$ cat src/rtl/brb_pkg.sv
package brb_pkg;

  typedef logic [1:0] op_t;

  localparam op_t OP_PUT  = 2'd0;
  localparam op_t OP_PEEK = 2'd1;
  localparam op_t OP_POP  = 2'd2;

  localparam int unsigned LEN_W  = 7;
  localparam int unsigned BYTE_W = 8;

  localparam logic ST_OK      = 1'b0;
  localparam logic ST_REFUSED = 1'b1;

endpackage

$ cat src/rtl/brb_ram.sv
module brb_ram #(
  parameter int unsigned WIDTH = 8,
  parameter int unsigned DEPTH = 64,
  localparam int unsigned AW = $clog2(DEPTH)
) (
  input  logic             clk_i,
  input  logic             we_i,
  input  logic [AW-1:0]    waddr_i,
  input  logic [WIDTH-1:0] wdata_i,
  input  logic             re_i,
  input  logic [AW-1:0]    raddr_i,
  output logic [WIDTH-1:0] rdata_o
);

  logic [WIDTH-1:0] mem_q [DEPTH];
  logic [WIDTH-1:0] rdata_q;

  always_ff @(posedge clk_i) begin
    if (we_i) begin
      mem_q[waddr_i] <= wdata_i;
    end
    if (re_i) begin
      rdata_q <= mem_q[raddr_i];
    end
  end

  assign rdata_o = rdata_q;

endmodule

$ cat src/rtl/byte_ring_buffer_top.sv
// Put, pop and refused or empty peek: result in the output register the cycle after the request.
// Throughput for those: one request per cycle while the result side keeps up.
// Accepted peek of N bytes: via store read and output registers, one byte per cycle while the
// output keeps up, set by the single read port; no new request is taken until the last byte.
// Reset clears the write position, fill level and put tracking; byte store contents are not cleared.
module byte_ring_buffer_top
  import brb_pkg::*;
#(
  parameter int unsigned DEPTH = 64
) (
  input  logic        clk_i,
  input  logic        rst_ni,
  input  logic        s_axis_tvalid,
  output logic        s_axis_tready,
  input  logic [15:0] s_axis_tdata,  // request_length[6:0], first_of_request[7], data_byte[15:8]
  input  logic [1:0]  s_axis_tuser,  // operation[1:0]
  output logic        m_axis_tvalid,
  input  logic        m_axis_tready,
  output logic [15:0] m_axis_tdata,  // read_byte[7:0], fill_level[14:8], zero[15]
  output logic [1:0]  m_axis_tuser,  // status[0], read_valid[1]
  output logic        m_axis_tlast
);

  localparam int unsigned AW = $clog2(DEPTH);
  localparam int unsigned CW = $clog2(DEPTH + 1);

  localparam logic S_IDLE = 1'b0;
  localparam logic S_PEEK = 1'b1;

  function automatic logic [AW-1:0] wrap(input logic [AW:0] v);
    logic [AW:0] d;
    d = (AW+1)'(DEPTH);
    if (v >= d) begin
      return AW'(v - d);
    end
    return v[AW-1:0];
  endfunction

  logic              state_q, state_d;
  logic [AW-1:0]     wp_q, wp_d;
  logic [CW-1:0]     held_q, held_d;
  logic [LEN_W-1:0]  left_q, left_d;
  logic              rej_q, rej_d;
  logic [AW-1:0]     rd_pos_q, rd_pos_d;
  logic [CW-1:0]     iss_q, iss_d;
  logic [CW-1:0]     rem_q, rem_d;
  logic              pend_q, pend_d;

  logic              m_valid_q, m_valid_d;
  logic [15:0]       m_data_q, m_data_d;
  logic [1:0]        m_user_q, m_user_d;
  logic              m_last_q, m_last_d;

  op_t               op;
  logic [LEN_W-1:0]  len;
  logic              first;
  logic [BYTE_W-1:0] din;
  logic              acc, out_free;

  logic              we, re;
  logic [AW-1:0]     waddr, raddr;
  logic [BYTE_W-1:0] rdata;

  logic [AW-1:0]     base, pend_len, a_pos;
  logic [7:0]        room;
  logic              st;

  assign op    = s_axis_tuser;
  assign len   = s_axis_tdata[6:0];
  assign first = s_axis_tdata[7];
  assign din   = s_axis_tdata[15:8];

  assign out_free      = !m_valid_q || m_axis_tready;
  assign s_axis_tready = (state_q == S_IDLE) && out_free;
  assign acc           = s_axis_tvalid && s_axis_tready;

  assign room     = 8'(DEPTH) - 8'(held_q);
  assign pend_len = rej_q ? '0 : left_q[AW-1:0];
  assign a_pos    = wrap({1'b0, wp_q} + {1'b0, pend_len});

  brb_ram #(
    .WIDTH (BYTE_W),
    .DEPTH (DEPTH)
  ) u_store (
    .clk_i   (clk_i),
    .we_i    (we),
    .waddr_i (waddr),
    .wdata_i (din),
    .re_i    (re),
    .raddr_i (raddr),
    .rdata_o (rdata)
  );

  always_comb begin
    state_d   = state_q;
    wp_d      = wp_q;
    held_d    = held_q;
    left_d    = left_q;
    rej_d     = rej_q;
    rd_pos_d  = rd_pos_q;
    iss_d     = iss_q;
    rem_d     = rem_q;
    pend_d    = pend_q;
    m_valid_d = m_valid_q && !m_axis_tready;
    m_data_d  = m_data_q;
    m_user_d  = m_user_q;
    m_last_d  = m_last_q;
    we        = 1'b0;
    waddr     = wp_q;
    re        = 1'b0;
    raddr     = rd_pos_q;
    base      = wp_q;
    st        = ST_REFUSED;

    case (state_q)
      S_IDLE: begin
        if (acc) begin
          case (op)
            OP_PUT: begin
              if (first) begin
                if (left_q != '0 && !rej_q) begin
                  base = wrap({1'b0, wp_q} + {1'b0, left_q[AW-1:0]});
                end
                wp_d   = base;
                rej_d  = 1'b0;
                left_d = '0;
                if ({1'b0, len} > room) begin
                  rej_d  = 1'b1;
                  left_d = len - 1'b1;
                  st     = ST_REFUSED;
                end else if (len == '0) begin
                  st = ST_OK;
                end else begin
                  held_d = CW'(8'(held_q) + 8'(len));
                  we     = 1'b1;
                  waddr  = base;
                  wp_d   = wrap({1'b0, base} + (AW+1)'(1));
                  left_d = len - 1'b1;
                  st     = ST_OK;
                end
              end else if (left_q == '0) begin
                st = ST_REFUSED;
              end else if (rej_q) begin
                left_d = left_q - 1'b1;
                if (left_q == LEN_W'(1)) begin
                  rej_d = 1'b0;
                end
                st = ST_REFUSED;
              end else begin
                we     = 1'b1;
                waddr  = wp_q;
                wp_d   = wrap({1'b0, wp_q} + (AW+1)'(1));
                left_d = left_q - 1'b1;
                st     = ST_OK;
              end
            end
            OP_PEEK: begin
              if (8'(len) > 8'(held_q)) begin
                st = ST_REFUSED;
              end else if (len == '0) begin
                st = ST_OK;
              end else begin
                state_d  = S_PEEK;
                rd_pos_d = wrap(AW'(0) + {1'b0, a_pos} + (AW+1)'(DEPTH) - (AW+1)'(held_q));
                iss_d    = CW'(len);
                rem_d    = CW'(len);
                pend_d   = 1'b0;
                st       = ST_OK;
              end
            end
            OP_POP: begin
              if (8'(len) > 8'(held_q)) begin
                st = ST_REFUSED;
              end else begin
                held_d = held_q - CW'(len);
                st     = ST_OK;
              end
            end
            default: begin
              st = ST_REFUSED;
            end
          endcase
          if (!(op == OP_PEEK && st == ST_OK && len != '0)) begin
            m_valid_d = 1'b1;
            m_data_d  = {1'b0, 7'(held_d), 8'd0};
            m_user_d  = {1'b0, st};
            m_last_d  = 1'b1;
          end
        end
      end
      S_PEEK: begin
        re     = (iss_q != '0) && (!pend_q || out_free);
        raddr  = rd_pos_q;
        if (re) begin
          rd_pos_d = wrap({1'b0, rd_pos_q} + (AW+1)'(1));
          iss_d    = iss_q - 1'b1;
        end
        pend_d = re || (pend_q && !out_free);
        if (pend_q && out_free) begin
          m_valid_d = 1'b1;
          m_data_d  = {1'b0, 7'(held_q), rdata};
          m_user_d  = {1'b1, ST_OK};
          m_last_d  = (rem_q == CW'(1));
          rem_d     = rem_q - 1'b1;
          if (rem_q == CW'(1)) begin
            state_d = S_IDLE;
          end
        end
      end
      default: begin
        state_d = S_IDLE;
      end
    endcase
  end

  always_ff @(posedge clk_i or negedge rst_ni) begin
    if (!rst_ni) begin
      state_q   <= S_IDLE;
      wp_q      <= '0;
      held_q    <= '0;
      left_q    <= '0;
      rej_q     <= 1'b0;
      iss_q     <= '0;
      rem_q     <= '0;
      pend_q    <= 1'b0;
      m_valid_q <= 1'b0;
    end else begin
      state_q   <= state_d;
      wp_q      <= wp_d;
      held_q    <= held_d;
      left_q    <= left_d;
      rej_q     <= rej_d;
      iss_q     <= iss_d;
      rem_q     <= rem_d;
      pend_q    <= pend_d;
      m_valid_q <= m_valid_d;
    end
  end

  always_ff @(posedge clk_i) begin
    rd_pos_q <= rd_pos_d;
    m_data_q <= m_data_d;
    m_user_q <= m_user_d;
    m_last_q <= m_last_d;
  end

  assign m_axis_tvalid = m_valid_q;
  assign m_axis_tdata  = m_data_q;
  assign m_axis_tuser  = m_user_q;
  assign m_axis_tlast  = m_last_q;

endmodule
$ cat config.mk
export PLATFORM = sky130hd
export DESIGN_NAME = byte_ring_buffer_top
export DESIGN_NICKNAME = d
export VERILOG_FILES = /design/src/rtl/brb_pkg.sv /design/src/rtl/brb_ram.sv /design/src/rtl/byte_ring_buffer_top.sv
export SDC_FILE = /design/constraint.sdc
export NUM_CORES = 1
export LEC_CHECK = 0
export ABC_AREA = 1
export BUFFER_PORTS_ARGS = -buffer_cell sky130_fd_sc_hd__clkbuf_2
export CAP_MARGIN = 20
export CELL_PAD_IN_SITES_DETAIL_PLACEMENT = 1
export CELL_PAD_IN_SITES_GLOBAL_PLACEMENT = 1
export CORE_MARGIN = 5
export CORE_UTILIZATION = 55
export CTS_CLUSTER_DIAMETER = 60
export DETAILED_ROUTE_END_ITERATION = 16
export GPL_TIMING_DRIVEN = 0
export PLACE_DENSITY = 0.81
export SYNTH_ARGS = -nofsm -noshare
export SYNTH_HDL_FRONTEND = slang
export SYNTH_SLANG_ARGS = --single-unit
export TNS_END_PERCENT = 5
$ cat constraint.sdc
create_clock -name clk_i -period 9.15 [get_ports clk_i]
set_input_delay 0.4575 -clock clk_i [delete_from_list [all_inputs] [get_ports clk_i]]
set_output_delay 0.4575 -clock clk_i [all_outputs]
set_load 0.1 [all_outputs]
# [After elaboration in Yosys (flattened, before gate mapping)]
# Memories as Yosys holds them, arrays and structs flattened. A register that Yosys moved wholly into a read port is not among the register bits.
# Index checks and enable logic that the tools add are counted.
[totals] output_inout_bits=21 ff_bits=63 inputBits=22 memories=1 word_cells=220 mem_bits_rw=512
[classes] order_cmp=8 n_eq_ne=13 add_sub_neg=20 n_bitwise=2 muxes=132 reduce_logical=31
[mem_list] memory="u_store.mem_q" words=64 width=8 rd=1 rd_clocked_by_memory_dff=1 wr=1 line="brb_ram.sv:15" source="logic [WIDTH-1:0] mem_q [DEPTH];"
[ops] op="two-way mux 6 bit" count=34
[ops] op="two-way mux 7 bit" count=14
[ops] op="two-way mux 1 bit" count=67
[ops] op="two-way mux 16 bit" count=3
[ops] op=">= comparator 7 bit, second input constant" count=6
[ops] op="case mux 7 bit (2 select lines)" count=3
[ops] op="subtractor 6 x 1 -> 6 bit, second input constant" count=6
[ops] op="case mux 16 bit (2 select lines)" count=1
[ops] op="subtractor 7 x 1 -> 7 bit, second input constant" count=4
[ops] op="adder 6 x 1 -> 7 bit, second input constant" count=3
[ops] op="nonzero test 7 bit" count=3
[ops] op="AND reduction 5 bit" count=3
[ops] op="adder 6 x 6 -> 7 bit" count=2
[ops] op="== test 7 x 1 -> 1 bit, second input constant" count=2
[ops] op="zero test 7 bit" count=2
[ops] op="subtractor 7 bit" count=2
[ops] op="inequality test 2 bit, second input constant" count=6
[ops] op="case mux 6 bit (2 select lines)" count=1
[ops] op="case mux 1 bit (2 select lines)" count=5
[ops] op="logical AND 1 bit" count=9
[ops] op="greater-than comparator 7 x 8 -> 1 bit" count=1
[ops] op="AND reduction 4 bit" count=2
[ops] op="subtractor 7 x 7 -> 8 bit, first input constant" count=1
[ops] op="adder 6 x 7 -> 7 bit, second input constant" count=1
[ops] op="14 further kinds" count=25

# [Longest topological paths before layout]
[depth] depth_word=27 mapped_depth=22 ltp_nobuf=20

# [Hierarchy]
# From an unflattened synthesis, not the netlist that was laid out.
[hier_totals] hier_cells=2597 area_unflattened_um2=27028.4
[by_module_without_submodules] mod="brb_ram" seq_area_each_um2=15615.0 instances=1 area_per_inst_um2=21371.7 cells_each=1822
[by_module_without_submodules] mod="byte_ring_buffer_top" seq_area_each_um2=1671.6 instances=1 area_per_inst_um2=5656.7 cells_each=775

# [Least setup slack after synthesis]
# No wires, ideal clock.
[synth_path] kind="register to register" start="reg held_q[1]" end="reg m_data_q[0], in the netlist m_axis_tdata[0] (enable)" required_ns=8.758 stages_incl_launch_ff=18 setup_slack_ns=5.558 setup_time_ns=0.392 period_less_slack_ns=3.592 path_buffers=1 arrival_time_ns=3.200 path_cell_list="dfrtp_1 inv_1 ha_1 nand2_1 nor2_1 nand3_1 xor2_1 ha_1 nand3_1 nor3_1 a21oi_2 nand2_2 buf_6 nor2_1 o21ai_0 nand3_1 o21ai_0 nor2_1"
[synth_between] elab_chain_cells=12 word_cells_on_any_way=14 classes_between="add/sub (1); order compare (2); eq/ne (1); mux (6); bitwise (1); reduce/logical (3)"
[synth_rtl] element="start, declared" line="byte_ring_buffer_top.sv:41" source="logic [CW-1:0] held_q, held_d;"
[synth_rtl] element="start signal, assigned" line="byte_ring_buffer_top.sv:230" source="held_q <= held_d;"
[synth_rtl] element="subtractor 7 x 7 -> 8 bit" line="byte_ring_buffer_top.sv:77" source="assign room = 8'(DEPTH) - 8'(held_q);"
[synth_rtl] element="greater-than comparator 7 x 8 -> 1 bit" line="byte_ring_buffer_top.sv:127" source="if ({1'b0, len} > room) begin"
[synth_rtl] element="two-way mux 1 bit" line="byte_ring_buffer_top.sv:127"
[synth_rtl] element="two-way mux 1 bit" line="byte_ring_buffer_top.sv:120" source="if (first) begin"
[synth_rtl] element="case mux 1 bit (2 select lines) *" line="byte_ring_buffer_top.sv:118" source="case (op)"
[synth_rtl] element="two-way mux 1 bit *" line="byte_ring_buffer_top.sv:117" source="if (acc) begin"
[synth_rtl] element="two-way mux 1 bit *" line="byte_ring_buffer_top.sv:115" source="case (state_q)"
[synth_rtl] element="inverter 1 bit *" line="byte_ring_buffer_top.sv:183" source="if (!(op == OP_PEEK && st == ST_OK && len != '0)) begin"
[synth_rtl] element="logical AND 1 bit * (2 in series)" line="byte_ring_buffer_top.sv:183"
[synth_rtl] element="inequality test 2 bit (no line) *"
[synth_rtl] element="AND reduction 3 bit (no line) *"
[synth_rtl] element="end signal, assigned" line="byte_ring_buffer_top.sv:242" source="m_data_q <= m_data_d;"
[synth_rtl] element="end, declared" line="byte_ring_buffer_top.sv:50" source="logic [15:0] m_data_q, m_data_d;"
# Every way passes the cells marked *; elsewhere a longest branch is shown, timed or not. The select of a mux whose other input is x is not followed.
# A chain may end at the register's enable or synchronous reset.

# [Worst setup path in the final report]
[layout_path] start="reg held_q[1]" end="mem u_store.mem_q[62][0] (enable)"
[layout_between] elab_chain_cells=9 word_cells_on_any_way=14 classes_between="add/sub (1); order compare (1); mux (12)"
[layout_rtl] element="subtractor 7 x 7 -> 8 bit *" line="byte_ring_buffer_top.sv:77"
[layout_rtl] element="greater-than comparator 7 x 8 -> 1 bit *" line="byte_ring_buffer_top.sv:127"
[layout_rtl] element="two-way mux 1 bit" line="byte_ring_buffer_top.sv:127"
[layout_rtl] element="two-way mux 1 bit" line="byte_ring_buffer_top.sv:120"
[layout_rtl] element="two-way mux 1 bit" line="byte_ring_buffer_top.sv:118"
[layout_rtl] element="two-way mux 1 bit" line="byte_ring_buffer_top.sv:117"
[layout_rtl] element="two-way mux 1 bit" line="byte_ring_buffer_top.sv:115"
[layout_rtl] element="two-way mux 1 bit" line="brb_ram.sv:19" source="if (we_i) begin"
[layout_rtl] element="two-way mux 1 bit (implied by the code)" line="brb_ram.sv:20" source="mem_q[waddr_i] <= wdata_i;"
[layout_rtl] element="end, declared" line="brb_ram.sv:15"
# Every way passes the cells marked *; elsewhere a longest branch is shown, timed or not.

==> flow_summary.ini <==
[floorplan]
design.core.area_um2 = 46600
io_pins = 43
rows = 79
dieArea_um2 = 51600
start_util = 0.557
die_w_um = 227
dieHeight_um = 227

[critical_path]
worstSetupStartpointType = flop
crit_type = reg -> reg
cp.required_ns = 9.39
critPathMaxFanout = 10
cp-end-kind = flop
cp.arrival_ns = 5.08

[sta]
setup_ws_ns = 4.31
hold_violations = 0
tns_ns = 0
timing.final.crit_period_ns = 4.84
whs_ns = 0.127
drv_slew = 0
grt_setup_unrepaired = no
fmax_mhz = 207
finClkSkew_ns = 0.0281
maxSlewHeadroom = 0.157
setup_viol_count_final = 0
tightest_slew_ns = 1.26
fin_crit_sh = 0.529

[synth]
synth.largest_area_cell = edfxtp_1
ys.warnings.count = 0
synth_ff_type = edfxtp_1
syn_avg_cell_area_um2 = 11.4
netlist_instances = 2279
syn_area_um2 = 25900
synth_fp_nets = 2356
ys_top_cells_by_area = edfxtp_1 (63%), o21ai_0 (6.0%), nor2_1 (5.4%), nand2_1 (4.0%), dfrtp_1 (3.7%)
synth-seq-cells = 582
synthArstFlopShare = 0.0653
yosysUniqueCellTypes = 54
synth_edf_count = 544
yosysTopAreaCellShare = 0.630
ys_seq_area_frac = 0.667

[pwr]
power.switching_mw = 4.52
clkPwrFrac = 0.238
irDropWorstVdd_mv = 0.189
p_per_area_nw_per_um2 = 345
p_leak_nw = 10.2
intPower_mw = 5.47
comb_power_share = 0.439
p_seq_frac = 0.323
switching_share = 0.452
power.total_mw = 9.98

[clock_network]
clock_path_buffers = 3
cts_tree = built
htreeDepth = 2
cts_root_buffer = clkbuf_16
postCtsSetupBuffers = 0
cts.sinks = 582
clk_pin_slew_ns = 0.06
post_cts_resized = 0
clkLatencyLatePin_ns = 0.63
ctsHoldBuffers = 1
cts_buffers = 59

[global_routing]
first_global_vias = 20900
grt_pass1_wl_um = 135000
antenna_found_initial = 4
grt_max_degree = 65
overflow = 0
grt_use_total = 0.357

[cells_and_area]
final_layout_size_suffix_gt1_frac = 0.0808
final_cells = 3048
final_common_cell = edfxtp_1
area_growth_pct = 11.6
layout_common_cells = edfxtp_1 (544), nor2_1 (372), o21ai_0 (312)
fin_nets = 2469

[placement]
port_buffers = 41
dp_slack_ns = 4.40
place_congestion = 0.932
dp_cells = 2935
hpwlAfterDp_um = 62400

[route]
drtIter0Drc = 2772
wl_per_cell_um = 30.5
vias = 20300
drc_errors = 0
via_per_inst = 6.67
routed_wl_um = 93100
ant_nets = 0
first_pass_iters = 6

[run_status]
status = finished clean

[job]
cap_violations = 0

[min_path]
worst_hold_path_type = in -> reg
-- cells by family after synthesis --
family / synth area share
fa+ha+maj: 0.0280
xor+xnor: 0.0112
other cells: 0.000145
compound gates: 0.120
flops: 0.667
buf+inv: 0.0362
simple gates: 0.137
-- cell type report --
cell class | count | area, um^2
fill | 4810 | 17600
sequential | 582 | 17300
multi-input combinational | 1455 | 7700
clock buffer | 78 | 1590
tap | 607 | 759
buffer | 125 | 498
inverter | 117 | 439
timing repair buffer | 52 | 397
clock inverter | 30 | 259
antenna | 2 | 5.00
-- routing by layer --
layer	global-route usage	part of all wire	routed length (um)
met1	0.451	0.36	33100
met2	0.571	0.46	43100
met3	0.0894	0.11	10400
met4	0.199	0.069	6400
met5	0	0.00015	14
-- power by group through the flow --
stage                     combinational, mW  clock, mW  sequential [mW]
after floorplan                        2.21          0             3.53
after global placement                 3.94          0             3.27
after detailed placement               4.15          0             3.28
after CTS                              4.22       2.36             3.23
after global routing                   4.57       2.49             3.24
final                                  4.38       2.38             3.23
-- worst max-delay path, cell delays in order, from the launching register on --
cell and delay (ns):
dfrtp_1 0.53, inv_1 0.33, ha_1 0.25, nand2_1 0.06, nor2_1 0.15, nand3_1 0.12
xor2_1 0.17, ha_1 0.30, nand3_1 0.08, nor3_1 0.18, a21oi_2 0.06, nand2_2 0.10
nand4_4 0.19, buf_6 0.21, nand2_1 0.05, o21ai_1 0.11, nor2_2 0.22, nand2_2 0.28
nor2_1 1.04
-- flip-flops by register name (all words and copies together), names as in the netlist, 6 cells and up --
name / count
m_axis_tdata: 15
wp_q: 6
u_store.mem_q: 512
raddr: 6
held_q: 7
left_q: 7
iss_q: 7
rem_q: 7
u_store.rdata_o: 8
-- path summary, 6_finish.rpt --
path / from / endpoint / depth (start not counted) / slack, ns
min in group asynchronous: rst_ni / held_q[6] / 2 / 0.36
min: m_axis_tready / m_axis_tvalid / 3 / 0.13
max: held_q[1] / u_store.mem_q[62][0] / 18 / 4.31
max in group asynchronous: rst_ni / rem_q[4] / 3 / 8.27
min reg2reg: u_store.rdata_o[1] / m_axis_tdata[1] / 2 / 0.52
max reg2reg: held_q[1] / u_store.mem_q[62][0] / 18 / 4.31
-- metrics by stage --
stage / cell area, um^2 / utilization
2_1_floorplan: 25900 / -
3_3_place_gp: 26900 / 0.577
3_5_place_dp: 27000 / 0.581
4_1_cts: 28900 / 0.621
5_1_grt: 28900 / 0.621
6_report: 28900 / 0.621
-- cells in the mapped netlist (2+ instances only) --
master and instances:
inv_2 9, o21bai_1 2, ha_1 50, buf_2 7, nand2_4 5, clkinv_1 5
nand2_2 10, or2_4 2, nand3_2 5, or2_2 3, o221ai_1 47, buf_1 9
nor2_4 4, o31ai_1 2, nor2_2 7, dfrtp_1 38, nand3_1 99, nor2_8 2
nand2_1 275, o21ai_0 312, edfxtp_1 544, a21boi_0 2, inv_1 103, o21ai_2 3
xnor2_1 5, o22ai_1 84, o21ai_1 5, nand4_1 33, a22oi_1 5, buf_6 2
fa_1 5, a31oi_1 9, nor3_1 4, nor2_1 372, o211ai_1 22, a21oi_1 39
xor2_1 28, clkbuf_1 105
Note: power is estimated with default switching activity, not from simulation.
